[src/rtl/tssh_pkg.sv]
// Shared types and constants for the threshold-switched sample and hold.
`default_nettype none

package tssh_pkg;

	// Voltages: signed fixed point, 10 fractional bits (1 V = 1024)
	typedef logic signed [14:0] volt_t;
	typedef logic [15:0]        ticks_t;

	// Configuration register indexes
	typedef enum logic [2:0] {
		REG_THRESHOLD_LEVEL = 3'd0,
		REG_SCALE_A         = 3'd1,
		REG_SCALE_B         = 3'd2,
		REG_OFFSET_A        = 3'd3,
		REG_OFFSET_B        = 3'd4,
		REG_MODE_A          = 3'd5,
		REG_MODE_B          = 3'd6,
		REG_PULSE_TICKS     = 3'd7
	} cfg_reg_t;

	// Active set codes
	typedef enum logic [1:0] {
		SET_NONE = 2'd0,
		SET_A    = 2'd1,
		SET_B    = 2'd2
	} set_sel_t;

	localparam volt_t  SCHMITT_ON  = 15'sd1024;
	localparam volt_t  SCHMITT_OFF = 15'sd0;
	localparam volt_t  OUT_MIN     = -15'sd12288;
	localparam volt_t  OUT_MAX     = 15'sd12287;
	localparam int     FRAC_BITS   = 10;
	localparam logic signed [32:0] ROUND_HALF = 33'sd512;

	localparam volt_t  RST_THRESHOLD = 15'sd0;
	localparam volt_t  RST_SCALE     = 15'sd1024;
	localparam volt_t  RST_OFFSET    = 15'sd0;
	localparam ticks_t RST_PULSE     = 16'd48;

	// One input beat as held in the input register
	typedef struct packed {
		volt_t trig_level;
		logic  trig_connected;
		logic  button;
		volt_t source_cv;
		volt_t threshold_cv;
		logic  threshold_connected;
		volt_t mod_cv_a;
		volt_t mod_cv_b;
	} in_item_t;

endpackage

`default_nettype wire

[src/rtl/threshold_switched_sample_hold_top.sv]
// Top level of the threshold-switched sample and hold.
`default_nettype none

// Threshold-switched sample and hold. Each input beat is one tick. A Schmitt
// trigger on trig_level (high at >= 1 V, low at <= 0 V) or a rising edge of
// button takes one sample of source_cv while the trigger input is patched;
// with it unpatched the held sample tracks source_cv. Whenever the held sample
// changes it is compared with the threshold (threshold_cv when patched, else
// the threshold_level register): strictly above selects set A, otherwise set
// B. cv_out is then (sample + mod_cv + offset) * scale in modify mode, or
// (mod_cv + offset) * scale in replace mode, rounded half up and saturated to
// +/-12 V, and held until the next change. Switching set fires that set's
// trigger output for the firing tick plus pulse_ticks further ticks.
// Timing: one beat per cycle sustained while out_ready stays high; a result
// passes from its input beat through the input register, then the single
// compare/add/multiply stage into the result register. The block holds at
// most two beats: once both registers are full, in_ready follows out_ready
// in the same cycle, so from empty at most two beats are taken while
// out_ready stays low. Configuration writes are always accepted (cfg_ready
// tied high) and must only be issued while the block is idle.
module threshold_switched_sample_hold_top (
	input  logic                  clk,
	input  logic                  arst_n,
	// input beats
	input  logic                  in_valid,
	output logic                  in_ready,
	input  tssh_pkg::volt_t       trig_level,
	input  logic                  trig_connected,
	input  logic                  button,
	input  tssh_pkg::volt_t       source_cv,
	input  tssh_pkg::volt_t       threshold_cv,
	input  logic                  threshold_connected,
	input  tssh_pkg::volt_t       mod_cv_a,
	input  tssh_pkg::volt_t       mod_cv_b,
	// result beats
	output logic                  out_valid,
	input  logic                  out_ready,
	output tssh_pkg::volt_t       cv_out,
	output logic                  trig_a,
	output logic                  trig_b,
	output logic [1:0]            active_set,
	// configuration writes
	input  logic                  cfg_valid,
	output logic                  cfg_ready,
	input  logic [2:0]            cfg_index,
	input  logic [15:0]           cfg_data
);
	import tssh_pkg::*;

	// Configuration registers
	volt_t  threshold_level_q;
	volt_t  scale_a_q, scale_b_q;
	volt_t  offset_a_q, offset_b_q;
	logic   mode_a_q, mode_b_q;
	ticks_t pulse_ticks_q;

	// Tick state
	logic     schmitt_q, button_prev_q, ready_q;
	volt_t    held_q, prev_sample_q, out_hold_q;
	set_sel_t last_set_q;
	ticks_t   pulse_q [2];

	// Input register
	in_item_t in_s1;
	logic     valid_s1;

	// Result register
	volt_t    cv_out_q;
	logic     trig_a_q, trig_b_q;
	set_sel_t active_set_q;
	logic     out_valid_q;

	logic advance;

	assign cfg_ready = 1'b1;

	always_ff @(posedge clk or negedge arst_n) begin
		if (!arst_n) begin
			threshold_level_q <= RST_THRESHOLD;
			scale_a_q         <= RST_SCALE;
			scale_b_q         <= RST_SCALE;
			offset_a_q        <= RST_OFFSET;
			offset_b_q        <= RST_OFFSET;
			mode_a_q          <= 1'b0;
			mode_b_q          <= 1'b0;
			pulse_ticks_q     <= RST_PULSE;
		end else if (cfg_valid) begin
			unique case (cfg_reg_t'(cfg_index))
				REG_THRESHOLD_LEVEL: threshold_level_q <= cfg_data[14:0];
				REG_SCALE_A:         scale_a_q         <= cfg_data[14:0];
				REG_SCALE_B:         scale_b_q         <= cfg_data[14:0];
				REG_OFFSET_A:        offset_a_q        <= cfg_data[14:0];
				REG_OFFSET_B:        offset_b_q        <= cfg_data[14:0];
				REG_MODE_A:          mode_a_q          <= cfg_data[0];
				REG_MODE_B:          mode_b_q          <= cfg_data[0];
				REG_PULSE_TICKS:     pulse_ticks_q     <= cfg_data;
				default:             ;
			endcase
		end
	end

	// Input stage moves on when the result slot is free or being emptied
	assign advance  = valid_s1 && (!out_valid_q || out_ready);
	assign in_ready = !valid_s1 || advance;

	always_ff @(posedge clk or negedge arst_n) begin
		if (!arst_n) begin
			valid_s1 <= 1'b0;
		end else if (in_ready) begin
			valid_s1 <= in_valid;
		end
	end

	always_ff @(posedge clk) begin
		if (in_valid && in_ready) begin
			in_s1 <= '{trig_level, trig_connected, button, source_cv,
				threshold_cv, threshold_connected, mod_cv_a, mod_cv_b};
		end
	end

	// Tick logic
	volt_t    trig_eff, thr, cv_sel, scale_sel, offset_sel;
	logic     schmitt_nx, trig_edge, press, sample_take;
	volt_t    held_nx, out_hold_nx;
	logic     changed, sel_b, replace_sel, fire;
	set_sel_t new_set, last_set_nx;
	logic     tout_pre [2];
	logic     tout [2];
	ticks_t   pulse_nx [2];
	logic signed [16:0] sum;
	logic signed [31:0] prod;
	logic signed [32:0] rounded;
	logic signed [22:0] scaled;

	always_comb begin
		trig_eff = in_s1.trig_connected ? in_s1.trig_level : SCHMITT_OFF;

		// Schmitt trigger; the rising transition is the sampling edge
		if (schmitt_q) begin
			schmitt_nx = !(trig_eff <= SCHMITT_OFF);
		end else begin
			schmitt_nx = (trig_eff >= SCHMITT_ON);
		end
		trig_edge = !schmitt_q && schmitt_nx;
		press     = in_s1.button && !button_prev_q;

		sample_take = ready_q && (trig_edge || press);
		if (!in_s1.trig_connected || sample_take) begin
			held_nx = in_s1.source_cv;
		end else begin
			held_nx = held_q;
		end

		changed = (held_nx != prev_sample_q);
		thr     = in_s1.threshold_connected ? in_s1.threshold_cv : threshold_level_q;
		sel_b   = !(held_nx > thr);
		new_set = sel_b ? SET_B : SET_A;

		cv_sel      = sel_b ? in_s1.mod_cv_b : in_s1.mod_cv_a;
		scale_sel   = sel_b ? scale_b_q      : scale_a_q;
		offset_sel  = sel_b ? offset_b_q     : offset_a_q;
		replace_sel = sel_b ? mode_b_q       : mode_a_q;

		sum = 17'(cv_sel) + 17'(offset_sel) + (replace_sel ? 17'sd0 : 17'(held_nx));
		prod    = 32'(sum) * 32'(scale_sel);
		rounded = 33'(prod) + ROUND_HALF;
		scaled  = 23'(rounded >>> FRAC_BITS);

		// saturate to +/-12 V
		if (scaled < 23'(OUT_MIN)) begin
			out_hold_nx = OUT_MIN;
		end else if (scaled > 23'(OUT_MAX)) begin
			out_hold_nx = OUT_MAX;
		end else begin
			out_hold_nx = scaled[14:0];
		end
		if (!changed) begin
			out_hold_nx = out_hold_q;
		end

		fire        = changed && (last_set_q != new_set);
		last_set_nx = changed ? new_set : last_set_q;

		for (int k = 0; k < 2; k++) begin
			tout_pre[k] = (pulse_q[k] != '0);
			pulse_nx[k] = tout_pre[k] ? pulse_q[k] - 16'd1 : pulse_q[k];
			tout[k]     = tout_pre[k];
			if (fire && (sel_b == k[0])) begin
				pulse_nx[k] = pulse_ticks_q;
				tout[k]     = 1'b1;
			end
		end
	end

	always_ff @(posedge clk or negedge arst_n) begin
		if (!arst_n) begin
			schmitt_q     <= 1'b0;
			button_prev_q <= 1'b0;
			ready_q       <= 1'b1;
			held_q        <= '0;
			prev_sample_q <= '0;
			out_hold_q    <= '0;
			last_set_q    <= SET_NONE;
			pulse_q[0]    <= '0;
			pulse_q[1]    <= '0;
		end else if (advance) begin
			schmitt_q     <= schmitt_nx;
			button_prev_q <= in_s1.button;
			ready_q       <= !schmitt_nx;
			held_q        <= held_nx;
			prev_sample_q <= held_nx;
			out_hold_q    <= out_hold_nx;
			last_set_q    <= last_set_nx;
			pulse_q[0]    <= pulse_nx[0];
			pulse_q[1]    <= pulse_nx[1];
		end
	end

	// Result register
	always_ff @(posedge clk or negedge arst_n) begin
		if (!arst_n) begin
			out_valid_q <= 1'b0;
		end else if (advance) begin
			out_valid_q <= 1'b1;
		end else if (out_ready) begin
			out_valid_q <= 1'b0;
		end
	end

	always_ff @(posedge clk) begin
		if (advance) begin
			cv_out_q     <= out_hold_nx;
			trig_a_q     <= tout[0];
			trig_b_q     <= tout[1];
			active_set_q <= last_set_nx;
		end
	end

	assign out_valid  = out_valid_q;
	assign cv_out     = cv_out_q;
	assign trig_a     = trig_a_q;
	assign trig_b     = trig_b_q;
	assign active_set = active_set_q;

endmodule

`default_nettype wire

[config.mk]
export PLATFORM = sky130hd
export DESIGN_NAME = threshold_switched_sample_hold_top
export DESIGN_NICKNAME = d
export VERILOG_FILES = /design/src/rtl/tssh_pkg.sv /design/src/rtl/threshold_switched_sample_hold_top.sv
export SDC_FILE = /design/constraint.sdc
export NUM_CORES = 1
export LEC_CHECK = 0
export BUFFER_PORTS_ARGS = -buffer_cell sky130_fd_sc_hd__buf_2
export CELL_PAD_IN_SITES_DETAIL_PLACEMENT = 0
export CELL_PAD_IN_SITES_GLOBAL_PLACEMENT = 1
export CORE_MARGIN = 2
export CORE_UTILIZATION = 28
export CTS_BUF_LIST = sky130_fd_sc_hd__clkbuf_2 sky130_fd_sc_hd__clkbuf_4 sky130_fd_sc_hd__clkbuf_8
export CTS_CLUSTER_DIAMETER = 100
export DETAILED_ROUTE_END_ITERATION = 12
export HOLD_SLACK_MARGIN = 0.08
export PLACE_DENSITY = 0.55
export SLEW_MARGIN = 20
export SYNTH_ARGS = -nofsm -noshare
export SYNTH_HDL_FRONTEND = slang
export SYNTH_SLANG_ARGS = --single-unit
[constraint.sdc]
create_clock -name clk -period 16.25 [get_ports clk]
set_clock_uncertainty 0.1 [all_clocks]
set_input_delay 3.25 -clock clk [delete_from_list [all_inputs] [get_ports clk]]
set_output_delay 3.25 -clock clk [all_outputs]
set_load 0.02 [all_outputs]
After elaboration in Yosys (flattened, before gate mapping)
Index checks and enable logic that the tools add are counted.

word-level totals
  register bits = 259
  output and inout port bits = 22
  bits of input ports = 102

cells by class
  magnitude comparators = 5
  equality and inequality tests = 9
  reductions and logical operators = 36
  $mul = 1
  multiplexer cells = 20
  add/subtract/negate cells = 5

operators by type and width
  operator                  count
  $mux W15                  9
  $mux W16                  4
  $add A32 B11 Y33 const B  1
  $mul A17 B15 Y32          1
  $reduce_bool A16 Y1       2
  $sub A16 B1 Y16 const B   2
  $gt A23 B15 Y1 const B    1
  $lt A23 B15 Y1 const B    1
  $reduce_and A2 Y1         10
  $add A16 B17 Y17          1
  $mux W17                  1
  $add A15 B15 Y16          1
  $ge A15 B12 Y1 const B    1
  $gt A15 B15 Y1            1
  $le A15 B1 Y1 const B     1
  $ne A15 B15 Y1            1
  $eq A3 B3 Y1 const B      4
  $logic_and A1 B1 Y1       8
  $logic_not A1 Y1          8
  $eq A3 B2 Y1 const B      2
  $reduce_bool A2 Y1        3
  $logic_or A1 B1 Y1        4
  $mux W1                   4
  $mux W2                   2
  3 further kinds           3

Logic depth before layout (Yosys ltp)
Gate-level depths: netlist of run 1.

  word-level depth = 19
  gate-level depth with buffers = 58
  depth with buffers taken out = 53

Worst setup path after synthesis of run 1
No wires, ideal clock.

  path type = reg-to-reg
  start point = register in_s1[77] in the netlist's numbering
  end point = register cv_out_q[10], in the netlist cv_out[10], data pin
  library setup time = 259 ps
  required time = 15891 ps
  clock period less this slack = 15192 ps
  stages on the path, launching flop included = 58
  arrival = 14833 ps
  path slack = 1058 ps
  path through = edfxtp_1 -> or4_1 -> o21ai_0 -> o32ai_1 -> a21boi_1 -> clkbuf_1 -> mux2_2 -> ha_1 -> and3_1 -> nand4_1 -> o31ai_1 -> a41oi_2 -> nor2_1 -> clkbuf_1 -> buf_1 -> clkbuf_1 -> mux2i_1 -> fa_1 -> [... 22 more ...] -> inv_1 -> fa_1 -> inv_1 -> ha_1 -> clkbuf_1 -> and4_1 -> and3_1 -> nand3_1 -> o221ai_1 -> nor3_1 -> and3_1 -> o31ai_2 -> a21oi_1 -> xnor2_1 -> nor2_1 -> a21oi_2 -> buf_2 -> o21ai_1

between the ends
  word-level cells in the longest chain between the ends = 19

RTL lines
  item                       RTL line                                   text
  start: declaration         threshold_switched_sample_hold_top.sv:64   in_item_t in_s1;
  start signal: assignment   threshold_switched_sample_hold_top.sv:116  in_s1 <= '{trig_level, trig_connected, button, source_cv,
  $mux W15 (*)               threshold_switched_sample_hold_top.sv:136  trig_eff = in_s1.trig_connected ? in_s1.trig_level : SCHMITT_OFF;
  $le A15 B1 Y1              threshold_switched_sample_hold_top.sv:140  schmitt_nx = !(trig_eff <= SCHMITT_OFF);
  $logic_not A1 Y1           threshold_switched_sample_hold_top.sv:140
  $mux W1 (*)                threshold_switched_sample_hold_top.sv:139  if (schmitt_q) begin
  $logic_and A1 B1 Y1 (*)    threshold_switched_sample_hold_top.sv:144  trig_edge = !schmitt_q && schmitt_nx;
  $logic_or A1 B1 Y1 (*)     threshold_switched_sample_hold_top.sv:147  sample_take = ready_q && (trig_edge || press);
  $logic_and A1 B1 Y1 (*)    threshold_switched_sample_hold_top.sv:147
  $logic_or A1 B1 Y1 (*)     threshold_switched_sample_hold_top.sv:148  if (!in_s1.trig_connected || sample_take) begin
  [... 1 more ...]           n/a
  named net held_nx[14]      threshold_switched_sample_hold_top.sv:124  volt_t held_nx, out_hold_nx;
  [... 3 more ...]           n/a
  $add A16 B17 Y17           threshold_switched_sample_hold_top.sv:164  sum = 17'(cv_sel) + 17'(offset_sel) + (replace_sel ? 17'sd0 : 17'(held_nx));
  $mul A17 B15 Y32           threshold_switched_sample_hold_top.sv:165  prod = 32'(sum) * 32'(scale_sel);
  $add A32 B11 Y33           threshold_switched_sample_hold_top.sv:166  rounded = 33'(prod) + ROUND_HALF;
  $gt A23 B15 Y1             threshold_switched_sample_hold_top.sv:172  end else if (scaled > 23'(OUT_MAX)) begin
  $mux W15                   threshold_switched_sample_hold_top.sv:172
  $mux W15                   threshold_switched_sample_hold_top.sv:170  if (scaled < 23'(OUT_MIN)) begin
  $mux W15 (*)               threshold_switched_sample_hold_top.sv:177  if (!changed) begin
  named net out_hold_nx[10]  threshold_switched_sample_hold_top.sv:124
  end signal: assignment     threshold_switched_sample_hold_top.sv:232  cv_out_q <= out_hold_nx;
  end: declaration           threshold_switched_sample_hold_top.sv:68   volt_t cv_out_q;

Mark *: on every way through the listed nets, which the timed path passes. The rest lies on a longest branch.
A chain may end at the register's enable or synchronous reset.

Final worst setup path of run 1
  start point = register in_s1[77] in the netlist's numbering
  end point = register out_hold_q[8]

between the ends
  word-level cells in the longest chain between the ends = 19

RTL lines
  item                                          RTL line                                   text
  $mux W15 (*)                                  threshold_switched_sample_hold_top.sv:136
  $le A15 B1 Y1                                 threshold_switched_sample_hold_top.sv:140
  $logic_not A1 Y1                              threshold_switched_sample_hold_top.sv:140
  $mux W1 (*)                                   threshold_switched_sample_hold_top.sv:139
  $logic_and A1 B1 Y1 (*)                       threshold_switched_sample_hold_top.sv:144
  $logic_or A1 B1 Y1 (*)                        threshold_switched_sample_hold_top.sv:147
  $logic_and A1 B1 Y1 (*)                       threshold_switched_sample_hold_top.sv:147
  $logic_or A1 B1 Y1 (*)                        threshold_switched_sample_hold_top.sv:148
  [... 1 more ...]                              n/a
  named net held_nx[13]                         threshold_switched_sample_hold_top.sv:124
  [... 2 more ...]                              n/a
  $add A15 B15 Y16 or $mux W17 (tied branches)  threshold_switched_sample_hold_top.sv:164
  $add A16 B17 Y17                              threshold_switched_sample_hold_top.sv:164
  $mul A17 B15 Y32                              threshold_switched_sample_hold_top.sv:165
  $add A32 B11 Y33                              threshold_switched_sample_hold_top.sv:166
  $gt A23 B15 Y1                                threshold_switched_sample_hold_top.sv:172
  $mux W15                                      threshold_switched_sample_hold_top.sv:172
  $mux W15                                      threshold_switched_sample_hold_top.sv:170
  $mux W15 (*)                                  threshold_switched_sample_hold_top.sv:177
  end signal: assignment                        threshold_switched_sample_hold_top.sv:212  out_hold_q <= out_hold_nx;
  end: declaration                              threshold_switched_sample_hold_top.sv:59   volt_t held_q, prev_sample_q, out_hold_q;

Marks and branches as above.

==> results of run 1 <==
[cells by family (layout without fill, tap and decap cells)]
logic type | Yosys count | in the layout | share of synthesized area [%]
xor+xnor | 64 | 64 | 2.501
fa+ha+maj | 382 | 382 | 29.93
simple gates | 615 | 615 | 12.41
mux | 185 | 185 | 8.857
compound gates | 307 | 308 | 8.455
buf+inv | 427 | 604 | 7.133
other cells | 1 | 2 | 0.01651
flops | 259 | 259 | 30.70
[tightest hold or removal path, stage by stage, from the launching register on]
cell and delay, ns:
dfrtp_1 0.34, nand2_1 0.05, o31ai_1 0.05
[layer usage]
metal	vias to the layer above	track usage, %	share of wire, %
met3	68	1.976	3.9
li1	7643	-	-
met1	8199	22.70	48
met2	344	26.51	46
met5	-	0	0
met4	0	3.157	1.5
[registers in the layout (all words and copies together), names as in the netlist, 15 cells and up]
signal             flops
cv_out                15
scale_a_q             15
threshold_level_q     15
prev_sample_q         15
out_hold_q            15
offset_a_q            15
scale_b_q             15
pulse_q               32
pulse_ticks_q         16
in_s1                 78
offset_b_q            15
[cell usage after synthesis, types with 39 or more instances]
cell type,count,area (um^2)
inv_1,350,1314
fa_1,269,5385
nand2_1,239,897.1
nor2_1,183,686.9
dfrtp_1,157,3929
mux2_2,128,1441
ha_1,113,1414
edfxtp_1,97,2913
o21ai_0,94,470.5
a21oi_1,84,420.4
clkbuf_1,67,251.5
mux2i_1,57,570.6
xnor2_1,40,350.3
nor3_1,39,195.2
[placed cells by master (no fill, tap or decap), types with 11 or more instances in the layout]
cell type / netlist / final
fa_1: 269 / 269
ha_1: 113 / 113
o21ai_1: 11 / 11
a21oi_1: 84 / 84
o21ai_0: 94 / 94
nand3_1: 20 / 20
nand2_1: 239 / 239
nand4_1: 15 / 15
dfrtp_1: 157 / 157
clkbuf_4: 0 / 14
buf_2: 2 / 121
nor2_1: 183 / 181
inv_1: 350 / 350
mux2_2: 128 / 128
buf_4: 2 / 39
o21bai_1: 12 / 12
nor3_1: 39 / 37
clkbuf_8: 0 / 58
o31ai_1: 20 / 20
edfxtp_1: 97 / 97
xor2_1: 23 / 22
a21o_1: 20 / 20
nor4_1: 15 / 15
or3_1: 13 / 13
and2_1: 13 / 12
mux2i_1: 57 / 55
nand2b_1: 23 / 23
xnor2_1: 40 / 37
[per-stage QoR]
stage | cells | utilization, % | cell area, um^2 | worst slack, ns
floorplan | 2240 | - | 22720 | 1.058
global placement | 3382 | 30.71 | 24690 | 0.7117
detailed placement | 3382 | 30.71 | 24700 | 0.3723
CTS | 3473 | 32.13 | 25840 | 0.2734
global route | 3479 | 32.29 | 25970 | 0.1891
finish | 3479 | 32.29 | 25970 | 1.140
[final cells by class]
type | count | area [um^2]
Tap cell | 1060 | 1326
Fill cell | 8351 | 54450
Antenna cell | 1 | 2.502
Sequential cell | 259 | 6973
Multi-Input combinational cell | 1555 | 14280
Clock buffer | 72 | 903.4
Clock inverter | 19 | 235.2
Inverter | 351 | 1318
Timing Repair Buffer | 162 | 929.6
[path summary, 6_finish.rpt]
path | from | end | slack, ns | cells past startpoint
setup / recovery | in_s1[77] | out_hold_q[8] | 1.14 | 56
min in group asynchronous | arst_n | prev_sample_q[10] | 2.66 | 1
max in group asynchronous | arst_n | out_hold_q[0] | 11.87 | 2
hold reg to reg | out_hold_q[6] | out_hold_q[6] | 0.37 | 2
hold / removal | out_hold_q[6] | out_hold_q[6] | 0.37 | 2
setup reg to reg | in_s1[77] | out_hold_q[8] | 1.14 | 56
[repair_timing]
item,4_1_cts,5_1_grt
buffers inserted,0,4
resized for setup,0,11
endpoints found under the hold margin,0,0
setup endpoints to repair,0,28
==> results.json, run 1 <==
{
  "antenna_found_initial": 4,
  "ys_ff_latch": 259,
  "place_congestion": 0.8321,
  "wirelength_um": 66040,
  "drv_cap": 0,
  "fin_setup_tns_ns": 0,
  "crit_fanout": 12,
  "crit_family": "adder cells",
  "dp_hpwl_um": 52610,
  "synth_area_um2": 22720,
  "grt_max_degree": 103,
  "start_util_pct": 28.25,
  "grt_pass1_wl_um": 103200,
  "grt_overflow": 0,
  "cp_data_arrival_time_ns": 15.51,
  "syn-num-nets": 2724,
  "setup_violations": 0,
  "clkTransAtPathRegs_ns": 0.06,
  "cts_tree": "built",
  "rsz0062_at_grt": "false",
  "min_path_type": "flip-flop to flip-flop",
  "cts_sinks": 259,
  "cts_buffers": 49,
  "avgSynthCellArea_um2": 10.14,
  "root_buffer": "clkbuf_8",
  "fp.dieH_um": 288.8,
  "hold_viol": 0,
  "clock_latency_ns": 0.64,
  "crit_type": "flip-flop to flip-flop",
  "drt-initial-drc-count": 854,
  "fin_crit_sh_pct": 92.98,
  "grt_pass1_vias": 17240,
  "wl_per_cell_um": 18.98,
  "crit_slowest_cell": "fa_1",
  "worstSetupEndpointType": "flip-flop",
  "grt.total_usage_pct": 16.06,
  "core_um2": 80420,
  "hold_buffers": 0,
  "vias": 16250,
  "start_kind": "flip-flop",
  "status": "finished clean",
  "drc": 0,
  "htreeDepth": 2,
  "synth_cells": 2240,
  "critPathMaxStageDelay_ns": 0.56,
  "max_freq_ghz": 0.06618,
  "crit_path_frequent_cell": "fa_1",
  "io_buffers": 122,
  "io_pins": 124,
  "ys_types": 80,
  "dr.pass1.iters": 7,
  "hold_slack_ns": 0.3737,
  "die_area_um2": 83420,
  "ys_seq_area_share_pct": 30.70,
  "synthArstFlopShare_pct": 62.55,
  "synth-edff-count": 97,
  "yosysWarnings": 0,
  "slew_viol_final": 0,
  "fin_nets": 2862,
  "critPathRequiredTime_ns": 16.65,
  "viasPerCell": 4.672,
  "min_period_ns": 15.11,
  "layout-drive-gt1-share_pct": 17.74,
  "cp_num_buf_inv": 10,
  "synthFlopType": "dfrtp_1",
  "clk_path_buf_depth": 3,
  "relSlewSlack_pct": 32.13,
  "syn_to_final_growth_pct": 14.32,
  "dieWidth_um": 288.8,
  "ant_nets": 0,
  "tightest_slew_ns": 1.013,
  "row_count": 104
}
Power of run 1 is left out: the tool's default activity adds up to more than one toggle a clock period on the data nets, which glitch-free logic cannot reach.
==> inputs of run 2 (changes only) <==
--- a/config.mk
+++ b/config.mk
@@ -6,15 +6,14 @@
 export NUM_CORES = 1
 export LEC_CHECK = 0
 export BUFFER_PORTS_ARGS = -buffer_cell sky130_fd_sc_hd__buf_2
-export CELL_PAD_IN_SITES_DETAIL_PLACEMENT = 0
-export CELL_PAD_IN_SITES_GLOBAL_PLACEMENT = 1
 export CORE_MARGIN = 2
 export CORE_UTILIZATION = 28
 export CTS_BUF_LIST = sky130_fd_sc_hd__clkbuf_2 sky130_fd_sc_hd__clkbuf_4 sky130_fd_sc_hd__clkbuf_8
 export CTS_CLUSTER_DIAMETER = 100
 export DETAILED_ROUTE_END_ITERATION = 12
 export HOLD_SLACK_MARGIN = 0.08
-export PLACE_DENSITY = 0.55
+export MAX_ROUTING_LAYER = met4
+export PLACE_DENSITY = 0.46
 export SLEW_MARGIN = 20
 export SYNTH_ARGS = -nofsm -noshare
 export SYNTH_HDL_FRONTEND = slang
==> results.json, run 2 (synthesized netlist as in run 1, its figures left out) <==
{
  "status": "finished clean",
  "fin_crit_sh_pct": 92.94,
  "dr.pass1.iters": 5,
  "dieWidth_um": 288.8,
  "rsz0062_at_grt": "false",
  "io_buffers": 122,
  "layout_common_cells": "inv_1 (350), fa_1 (269), nand2_1 (239), nor2_1 (182), dfrtp_1 (157)",
  "critPathRequiredTime_ns": 16.66,
  "htreeDepth": 2,
  "cp_data_arrival_time_ns": 15.51,
  "syn_to_final_growth_pct": 13.03,
  "layout-drive-gt1-share_pct": 17.13,
  "finish.instance_area_um2": 25670,
  "largestRegisters": "in_s1 (78), pulse_q (32), pulse_ticks_q (16)",
  "wirelength_um": 66010,
  "hold_viol": 0,
  "grt_pass1_vias": 17410,
  "crit_slowest_cell": "fa_1",
  "grt.total_usage_pct": 16.64,
  "worstSetupEndpointType": "flip-flop",
  "largest_reg_flops": 78,
  "cts_tree": "built",
  "place_congestion": 0.8883,
  "io_pins": 124,
  "drv_cap": 0,
  "grt_pass1_wl_um": 103900,
  "start_kind": "flip-flop",
  "ant_nets": 0,
  "root_buffer": "clkbuf_8",
  "min_path_type": "flip-flop to flip-flop",
  "core_um2": 80420,
  "cts_sinks": 259,
  "setup_violations": 0,
  "place_area_um2": 24680,
  "place_inst": 3380,
  "cts_buffers": 45,
  "grt_overflow": 0,
  "wl_per_cell_um": 19.05,
  "fin_setup_tns_ns": 0,
  "cts_setup_buffers": 0,
  "clock_latency_ns": 0.64,
  "drc": 0,
  "vias": 16310,
  "crit_type": "flip-flop to flip-flop",
  "grt_max_degree": 93,
  "slew_viol_final": 0,
  "fin_nets": 2852,
  "viasPerCell": 4.705,
  "die_area_um2": 83420,
  "antenna_found_initial": 4,
  "row_count": 104,
  "crit_fanout": 19,
  "critPathMaxStageDelay_ns": 0.56,
  "layout_commonest_cell": "inv_1",
  "regMostFlops": "in_s1",
  "start_util_pct": 28.25,
  "max_freq_ghz": 0.06622,
  "dp_hpwl_um": 51890,
  "fp.dieH_um": 288.8,
  "clk_path_buf_depth": 3,
  "tightest_slew_ns": 1.136,
  "relSlewSlack_pct": 23.71,
  "crit_path_frequent_cell": "fa_1",
  "clkTransAtPathRegs_ns": 0.06,
  "drt-initial-drc-count": 828,
  "stdcell_count": 3466,
  "hold_slack_ns": 0.3744,
  "min_period_ns": 15.10
}
run 2: cell count changes in the layout (fill, tap and decap cells not counted), moves of 2 or more:
cell,change
bufinv_16,-4
clkinvlp_4,-2
clkbuf_8,-8
clkinv_2,+4
mux2i_2,-2
clkbuf_4,+3
mux2i_1,+2
buf_4,-5
run 2: area by class of cell:
cell class / instances / area [um^2]
sequential: 259 / 6973
clock inverter: 17 / 137.6
multi-input combinational: 1555 / 14230
clock buffer: 67 / 815.8
inverter: 351 / 1318
timing repair buffer: 156 / 872.1
tap: 1060 / 1326
fill: 8438 / 54740
antenna: 1 / 2.502
run 2: per-layer routing:
metal	global-route usage [%]	routed length (um)
met3	2.260	3107
met5	-	0
met2	25.97	30040
met1	22.87	31420
met4	4.059	1438
run 2: path summary, 6_finish.rpt:
| kind | startpoint | slack [ns] | cells past startpoint | endpoint |
|---|---|---|---|---|
| worst max-delay path | in_s1[77] | 1.15 | 55 | out_hold_q[12] |
| worst min-delay path | out_hold_q[5] | 0.37 | 2 | out_hold_q[5] |
| worst max register to register | in_s1[77] | 1.15 | 55 | out_hold_q[12] |
| worst min register to register | out_hold_q[5] | 0.37 | 2 | out_hold_q[5] |
| max in group asynchronous | arst_n | 11.89 | 2 | pulse_q[16] |
| min in group asynchronous | arst_n | 2.57 | 1 | threshold_level_q[5] |
run 2: timing repair:
| item | 4_1_cts | 5_1_grt |
|---|---|---|
| endpoints found under the setup margin | 0 | 28 |
| hold buffers | 0 | 0 |
| hold endpoints to repair | 0 | 0 |
| resized for setup | 0 | 4 |
run 2: stage by stage:
stage	util [%]	setup slack [ns]
2_1_floorplan	-	1.058
3_3_place_gp	30.68	1.106
3_5_place_dp	30.70	0.7431
4_1_cts	31.88	0.7127
5_1_grt	31.93	0.03467
6_report	31.93	1.148
run 2: critical path, delay by kind of cell, from the launching register on:
kind	cells	cell delay, ns
adders and majority gates	11	5.01
AOI/OAI and AO/OA	18	4.48
and+or+nand+nor	12	2.80
buffers and inverters	10	1.28
muxes	3	0.75
DFF	1	0.40
xor gates and xnor gates	1	0.14
Power of run 2 is left out for the same reason.
